**src/hw/rtl/pidl_pkg.sv**
```systemverilog
`default_nettype none
package pidl_pkg;

  typedef enum logic [1:0] {
    KIND_INSERT = 2'd0,
    KIND_DELETE = 2'd1,
    KIND_CLEAR  = 2'd2,
    KIND_READ   = 2'd3
  } kind_t;

  typedef struct packed {
    logic [1:0]         kind;
    logic [7:0]         position;
    logic signed [31:0] value;
  } req_t;

  typedef struct packed {
    logic signed [31:0] element;
    logic               last;
  } rsp_t;

  // per-cycle command broadcast along the chain
  typedef struct packed {
    logic               ld_new;
    logic               shift_dn;
    logic               rotate;
    logic [7:0]         pos;
    logic [7:0]         count;
    logic signed [31:0] value;
  } cmd_t;

endpackage
`default_nettype wire

```
**src/hw/rtl/pidl_cell.sv**
```systemverilog
`default_nettype none
module pidl_cell
  import pidl_pkg::*;
#(
  parameter int INDEX = 0
) (
  input  wire logic               clk,
  input  wire cmd_t               cmd,
  input  wire logic signed [31:0] left,
  input  wire logic signed [31:0] right,
  input  wire logic signed [31:0] head,
  output logic signed [31:0]      value
);

  localparam logic [7:0] IDX = 8'(INDEX);

  logic signed [31:0] value_next;
  logic [7:0]         top;

  assign top = cmd.count - 8'd1;

  always_comb begin
    value_next = value;
    if (cmd.ld_new) begin
      if (IDX == cmd.pos) begin
        value_next = cmd.value;
      end else if (IDX > cmd.pos && IDX <= cmd.count) begin
        value_next = left;
      end
    end else if (cmd.shift_dn) begin
      if (IDX >= cmd.pos && IDX < top) begin
        value_next = right;
      end
    end else if (cmd.rotate) begin
      if (IDX == top) begin
        value_next = head;
      end else if (IDX < top) begin
        value_next = right;
      end
    end
  end

  always_ff @(posedge clk) begin
    value <= value_next;
  end

endmodule
`default_nettype wire

```
**src/hw/rtl/positional_insert_delete_list.sv**
```systemverilog
`default_nettype none
// channel  | valid     | stall     | payload
// ---------+-----------+-----------+----------------------------
// request  | req_valid | req_stall | req  (kind, position, value)
// response | rsp_valid | rsp_stall | rsp  (element, last)
//
// insert and delete shift the cells in place; clear only zeroes the count
// read-out rotates the occupied cells toward cell 0, which feeds the output
// register, once per stored element (held by rsp_stall); the list ends restored
// req_stall is high for the whole read-out; an empty read-out gives nothing
// rst (synchronous) clears the element count and the response valid
module positional_insert_delete_list
  import pidl_pkg::*;
#(
  parameter int CAPACITY = 16
) (
  input  wire logic clk,
  input  wire logic rst,
  input  wire logic req_valid,
  output logic      req_stall,
  input  wire req_t req,
  output logic      rsp_valid,
  input  wire logic rsp_stall,
  output rsp_t      rsp
);

  localparam int CW = $clog2(CAPACITY + 1);

  typedef enum logic [1:0] {
    ST_IDLE = 2'b01,
    ST_READ = 2'b10
  } state_t;

  state_t             state, state_next;
  logic [CW-1:0]      count, count_next;
  logic [CW-1:0]      remaining, remaining_next;
  logic               accept, step, full, pos_ge;
  logic [7:0]         clamped;
  cmd_t               cmd;
  logic signed [31:0] cells [CAPACITY];

  assign req_stall = (state != ST_IDLE);
  assign accept    = req_valid && !req_stall;
  assign step      = (state == ST_READ) && (!rsp_valid || !rsp_stall);
  assign full      = (count == CW'(CAPACITY));
  assign pos_ge    = (req.position >= 8'(count));
  assign clamped   = pos_ge ? 8'(count) : req.position;

  always_comb begin
    cmd            = '0;
    cmd.pos        = clamped;
    cmd.count      = 8'(count);
    cmd.value      = req.value;
    state_next     = state;
    count_next     = count;
    remaining_next = remaining;
    if (accept) begin
      case (req.kind)
        KIND_INSERT: begin
          if (!full) begin
            cmd.ld_new = 1'b1;
            count_next = count + CW'(1);
          end
        end
        KIND_DELETE: begin
          if (!pos_ge) begin
            cmd.shift_dn = 1'b1;
            count_next   = count - CW'(1);
          end
        end
        KIND_CLEAR: begin
          count_next = '0;
        end
        KIND_READ: begin
          if (count != '0) begin
            state_next     = ST_READ;
            remaining_next = count;
          end
        end
        default: begin
          state_next = state;
        end
      endcase
    end else if (step) begin
      cmd.rotate     = 1'b1;
      remaining_next = remaining - CW'(1);
      if (remaining == CW'(1)) begin
        state_next = ST_IDLE;
      end
    end
  end

  for (genvar k = 0; k < CAPACITY; k++) begin : g_cell
    logic signed [31:0] left, right;
    if (k == 0) begin : g_first
      assign left = '0;
    end else begin : g_mid_l
      assign left = cells[k-1];
    end
    if (k == CAPACITY - 1) begin : g_last
      assign right = '0;
    end else begin : g_mid_r
      assign right = cells[k+1];
    end
    pidl_cell #(
      .INDEX(k)
    ) u_cell (
      .clk  (clk),
      .cmd  (cmd),
      .left (left),
      .right(right),
      .head (cells[0]),
      .value(cells[k])
    );
  end

  always_ff @(posedge clk) begin
    if (rst) begin
      state     <= ST_IDLE;
      count     <= '0;
      remaining <= '0;
      rsp_valid <= 1'b0;
    end else begin
      state     <= state_next;
      count     <= count_next;
      remaining <= remaining_next;
      if (step) begin
        rsp_valid <= 1'b1;
      end else if (!rsp_stall) begin
        rsp_valid <= 1'b0;
      end
    end
  end

  always_ff @(posedge clk) begin
    if (step) begin
      rsp.element <= cells[0];
      rsp.last    <= (remaining == CW'(1));
    end
  end

endmodule
`default_nettype wire
```
**config.mk**
```make
export PLATFORM = sky130hd
export DESIGN_NAME = positional_insert_delete_list
export DESIGN_NICKNAME = d
export VERILOG_FILES = /design/src/hw/rtl/pidl_pkg.sv /design/src/hw/rtl/pidl_cell.sv /design/src/hw/rtl/positional_insert_delete_list.sv
export SDC_FILE = /design/constraint.sdc
export NUM_CORES = 1
export LEC_CHECK = 0
export BUFFER_PORTS_ARGS = -buffer_cell sky130_fd_sc_hd__buf_2
export CAP_MARGIN = 20
export CORE_ASPECT_RATIO = 0.7
export CORE_UTILIZATION = 26
export DETAILED_ROUTE_END_ITERATION = 6
export SLEW_MARGIN = 20
export SYNTH_ARGS = -nofsm -noshare
export SYNTH_HDL_FRONTEND = slang
export SYNTH_HIERARCHICAL = 1
export SYNTH_SLANG_ARGS = --single-unit
```
**constraint.sdc**
```tcl
create_clock -name clk -period 9.75 [get_ports clk]
set_clock_uncertainty 0.1 [all_clocks]
set_input_delay 1.95 -clock clk [delete_from_list [all_inputs] [get_ports clk]]
set_output_delay 1.95 -clock clk [all_outputs]
set_load 0.02 [all_outputs]
```
# Word-level counts from Yosys, hierarchy flattened

Cells that the tools add are included.

Add/sub/neg operators: 4
Magnitude comparators: 65
Eq/ne operators: 75
Muxes and demuxes: 150
Reduce and logical (&&, ||, !) cells: 81

Operators by type and width:

| kind               | number |
|---|---|
| $mux 32            | 128 |
| $eq 4x8->1 const A | 16 |
| $ne 3x1->1 const B | 32 |
| $reduce_and 4->1   | 17 |
| $eq 3x8->1 const A | 8 |
| $ge 4x8->1 const A | 8 |
| $gt 4x8->1 const A | 8 |
| $lt 4x8->1 const A | 8 |
| $reduce_bool 4->1  | 15 |
| $le 4x5->1 const A | 8 |
| $logic_and 1x1->1  | 34 |
| $eq 2x8->1 const A | 4 |
| $ge 3x8->1 const A | 4 |
| $gt 3x8->1 const A | 4 |
| $lt 3x8->1 const A | 4 |
| $mux 5             | 6 |
| $le 3x5->1 const A | 4 |
| $eq 1x8->1 const A | 2 |
| $ge 1x8->1 const A | 2 |
| $ge 2x8->1 const A | 2 |
| $gt 1x8->1 const A | 2 |
| $gt 2x8->1 const A | 2 |
| $logic_not 8->1    | 2 |
| $lt 1x8->1 const A | 2 |
| 26 further kinds   | 53 |

Bits in registers: 558
Bits of input ports: 46
Output and inout bits: 35

# Longest topological paths before layout

Depth in word-level cells: 8
Gate-level depth with buffers: 14
Gate-level depth less buffers: 12

# Cells and area by module

The synthesis kept the hierarchy.

Modules (own cells, without submodules):

| module                         | times used | cells an instance | area each (um^2) | sequential area each (um^2) |
|---|---|---|---|---|
| pidl_cell at g_cell[13].u_cell | 1          | 257               | 2573.7           | 960.9 |
| pidl_cell at g_cell[9].u_cell  | 1          | 172               | 2238.4           | 960.9 |
| pidl_cell at g_cell[1].u_cell  | 1          | 215               | 2180.8           | 960.9 |
| pidl_cell at g_cell[4].u_cell  | 1          | 203               | 2175.8           | 960.9 |
| pidl_cell at g_cell[15].u_cell | 1          | 154               | 2143.3           | 960.9 |
| pidl_cell at g_cell[11].u_cell | 1          | 155               | 2128.3           | 960.9 |
| pidl_cell at g_cell[2].u_cell  | 1          | 154               | 2123.3           | 960.9 |
| pidl_cell at g_cell[10].u_cell | 1          | 159               | 2122.0           | 960.9 |
| pidl_cell at g_cell[3].u_cell  | 1          | 157               | 2122.0           | 960.9 |
| pidl_cell at g_cell[8].u_cell  | 1          | 158               | 2120.8           | 960.9 |
| pidl_cell at g_cell[14].u_cell | 1          | 155               | 2103.3           | 960.9 |
| pidl_cell at g_cell[6].u_cell  | 1          | 198               | 2084.5           | 960.9 |
| positional_insert_delete_list  | 1          | 169               | 2084.5           | 1251.2 |
| pidl_cell at g_cell[5].u_cell  | 1          | 217               | 2078.2           | 960.9 |
| +3 rows                        | -          | -                 | -                | - |

# Worst setup path after synthesis

Ideal clock, no wire load.

Path type: input -> register
From: in req[34] (netlist bit)
To: reg g_cell[11].u_cell.value[0], enable pin
Library setup time: 0.472 ns
Arrival: 8.140 ns
Required time: 9.178 ns
Slack: 1.039 ns
Stages on the path: 8
Path buffers: 0
Cell sequence: ha_1 -> a31oi_1 -> nor2b_1 -> o21ai_0 -> nand2_1 -> nor3_1 -> mux2i_1 -> o32ai_1

RTL lines:

| element                | RTL line                            | source |
|---|---|---|
| start: declaration     | positional_insert_delete_list.sv:21 | `input wire req_t req,` |
| end signal: assignment | pidl_cell.sv:44                     | `value <= value_next;` |
| end: declaration       | pidl_cell.sv:12                     | `output logic signed [31:0] value` |

# Worst setup path in the final report

From: in req[34] (netlist bit)
To: reg g_cell[5].u_cell.value[5], enable pin

Longest elaborated chain between the ends: 6
Elaborated cells on any way between the ends: 15
Those cells by class: 3 x order compare; 3 x eq/ne; 4 x mux; 5 x reduce/logical

RTL lines:

| element                                  | RTL line                            | source |
|---|---|---|
| $ge 8x5->1 *                             | positional_insert_delete_list.sv:46 | `assign pos_ge = (req.position >= 8'(count));` |
| $mux 8 *                                 | positional_insert_delete_list.sv:47 | `assign clamped = pos_ge ? 8'(count) : req.position;` |
| net clamped[3]                           | positional_insert_delete_list.sv:38 | `logic [7:0] clamped;` |
| $gt 3x8->1 or $ge 3x8->1 (tied branches) | pidl_cell.sv:27, pidl_cell.sv:31    |  |
| $logic_and 1x1->1 (on tied branches)     | pidl_cell.sv:27, pidl_cell.sv:31    |  |
| $ne 3x1->1 (no line)                     | -                                   |  |
| $reduce_and 4->1 (no line) *             | -                                   |  |
| end signal: assignment                   | pidl_cell.sv:44                     |  |
| end: declaration                         | pidl_cell.sv:12                     |  |

Mark *: on every way through the listed nets, which the timed path passes. The rest lies on a longest branch.
A chain may end at the register's enable or synchronous reset.

==> out/qor.txt <==
DIE AREA = 141000 um^2
final worst slack = 3.44 ns
Syn Area/Cell = 11.9 um^2
Core ar. = 138000 um^2
commonest non-fill, non-tap cell in the layout = mux2i_1
multiplexer share of the synthesized area = 26.0%
xor/xnor share of the synthesized area = 0.290%
Comb power frac = 11.8%
number of synthesized flops with an enable pin = 545
1st-iter DRT viols = 3483
Post-Synth Adder-Cell Area = 0.607%
Seq pwr share = 46.8%
Clk Latency, worst-skew pair = 0.66 ns
worst hold stages = 2
Tot Pwr = 5.72 mW
sequential share of the synthesized area = 45.8%
number of port buffers = 80
detailed placement HPWL = 75600 um
complex-gate fraction of the synthesized area = 13.4%
Inst Count DP = 5031
Power Internal = 4.17 mW
drt drc = 0
setup_tns = 0 ns
cts hold-fix bufs = 0
Post-DRT Antenna Nets = 0
row cnt = 114
Clock Pin Slew Worst Setup and Hold Paths = 0.06 ns
Yosys reg bits = 558
htree depth = 2
CP endpoint kind = flop
Top-Level Pins = 81
CTS buffer count = 59
clock share of power = 41.4%
worst hold path type = reg -> reg
Final min period = 6.31 ns
Switching Fraction = 27.2%
design area = 41100 um^2
Async S/R FF share, synth = 0%
All-Layer GR Usage = 17.9%
clock sink total = 558
postcts setup bufs = 0
CP Launch Type = primary input
sw power = 1.56 mW
first-pass GRT wire length = 190000 um
Final Cycle Share = 64.8%
FMAX = 0.158 GHz
number of global-route vias before repair = 27300
share of cells above drive strength 1 = 11.7%
GPL Wtd Cong = 0.854
final core occ = 29.7%
Die Span Y = 315 um
total leakage power = 15.1 nW
post-CTS resize count = 0
routed vias/inst = 5.53
initial antenna violation count = 13
largest family of logic cells by synthesized area = multiplexers
Ys Warns = 6
MaxCap Viol Count = 0
Rel. slew slack = 21.5%
root buffer cell = clkbuf_16
placed inst area = 39200 um^2
CP arrival = 6.53 ns
unrepaired setup endpoints after global routing = no
RR Startpoint = count[1]
Crit Path Max Fanout = 33
largest net degree at the start of global routing = 165
Slew @ Worst Pin = 1.18 ns
post-synth cell types = 111
Synth-to-Final Area Change = 13.2%
DRT Pass-1 Iters = 7
count of final max-slew check failures = 0
Power per Cell Area = 139 nW/um^2
worst IR drop on VDD = 0.126 mV
CTS tree = built
grt total ovfl = 0
worst slack, placed = 2.89 ns
Mapped Area = 36300 um^2
Cells after Synth = 3061
Fin. Hold Viols = 0
Layout Nets = 3299
crit path kind = in -> reg
detailed-route via count = 28500
crit path launch = req[34]
min-delay src = remaining[1]
WHS = 0.379 ns
clock buffer depth = 3
wire per inst = 25.7 um
Main synth FF type = edfxtp_1
WP data required = 9.96 ns
most frequent cells in the layout = mux2i_1 (936), edfxtp_1 (545), nand2_1 (212), conb_1 (188), a21oi_1 (144)
final setup fails = 0
R2R depth = 8
initial core utilization = 26.2%
outcome = complete, no violations
Detailed Route WL = 132000 um
die width = 449 um
simple-gate portion of the synthesized area = 8.86%
Layout Cells excl Fill = 5145
==> layer usage <==
layer,routed length [um],GRT usage (%),up-vias
met1,60500,26.6,14300
li1,-,-,12300
met5,50,0,-
met3,15800,5.59,165
met4,2400,3.99,8
met2,53500,25.0,1643
==> power groups by stage <==
stage               sequential, mW  clock [mW]  combinational [mW]
floorplan                     2.73           0               0.403
global placement              2.73           0               0.633
detailed placement            2.73           0               0.644
CTS                           2.68        2.40               0.645
global route                  2.68        2.49               0.707
finish                        2.68        2.37               0.678
==> final timing paths <==
path | endpoint | slack [ns]
hold / removal | remaining[1] | 0.38
setup / recovery | g_cell[5].u_cell/value[5] | 3.44
hold reg to reg | remaining[1] | 0.38
setup reg to reg | g_cell[7].u_cell/value[16] | 4.27
==> state kept, by name, indices dropped and copies added (netlist names) <==
name                 flops
count                    5
state                    2
rsp_valid                1
g_cell.u_cell/value    512
rsp                     33
remaining                5
==> cells in the mapped netlist, types with 6 or more instances <==
library cell,instances,area share (%)
a211oi_1,6,0.12
a21boi_0,30,0.62
a21o_1,7,0.14
a21oi_1,150,2.1
a221o_1,91,2.5
a22oi_1,85,1.8
a31oi_1,73,1.3
and4_1,12,0.29
and4_2,20,0.55
buf_1,8,0.083
buf_12,9,0.50
buf_2,51,0.70
buf_4,6,0.12
buf_6,41,1.3
buf_8,12,0.50
clkbuf_1,107,1.1
dfxtp_1,13,0.72
edfxtp_1,545,45
ha_1,16,0.55
inv_1,57,0.59
mux2i_1,937,26
nand2_1,215,2.2
nand2b_1,8,0.14
nand3_1,77,1.1
nand4_1,10,0.17
nand4b_1,6,0.14
nor2_1,50,0.52
nor2b_1,9,0.16
nor3_1,16,0.22
nor3b_1,10,0.21
nor4_1,19,0.33
nor4_4,9,0.53
o211ai_1,35,0.72
o21ai_0,87,1.2
o221a_1,29,0.90
o22ai_1,34,0.59
or3_1,7,0.12
or4_1,15,0.31
or4_4,9,0.28
xnor2_1,8,0.19
==> kinds of logic after synthesis <==
logic type               Yosys count
buffers and inverters            302
AND/OR/NAND/NOR                  547
other                              1
adder cells (fa/ha/maj)           17
multiplexers                     941
XOR/XNOR                          12
AO/OA/AOI/OAI                    683
flip-flops                       558
==> final cells by class <==
type / count / area (um^2)
sequential: 558 / 16600
tap: 1856 / 2320
clock inverter: 41 / 374
fill: 14100 / 97200
clock buffer: 71 / 1560
inverter: 61 / 229
multi-input combinational: 2388 / 18900
antenna: 2 / 5.00
timing repair buffer: 168 / 1130
==> critical path, stage by stage <==
cell     delay (ns)
buf_2          0.12
ha_1           0.30
a21oi_1        0.08
a21oi_1        0.22
o21ai_0        0.13
nand2_1        0.25
mux2_2         0.37
buf_4          0.25
nor4_2         0.38
or4b_2         1.12
o21ai_0        0.23
o32ai_1        0.13
a21oi_4        0.48
buf_4          0.48
(Power assumes the default switching activity.)
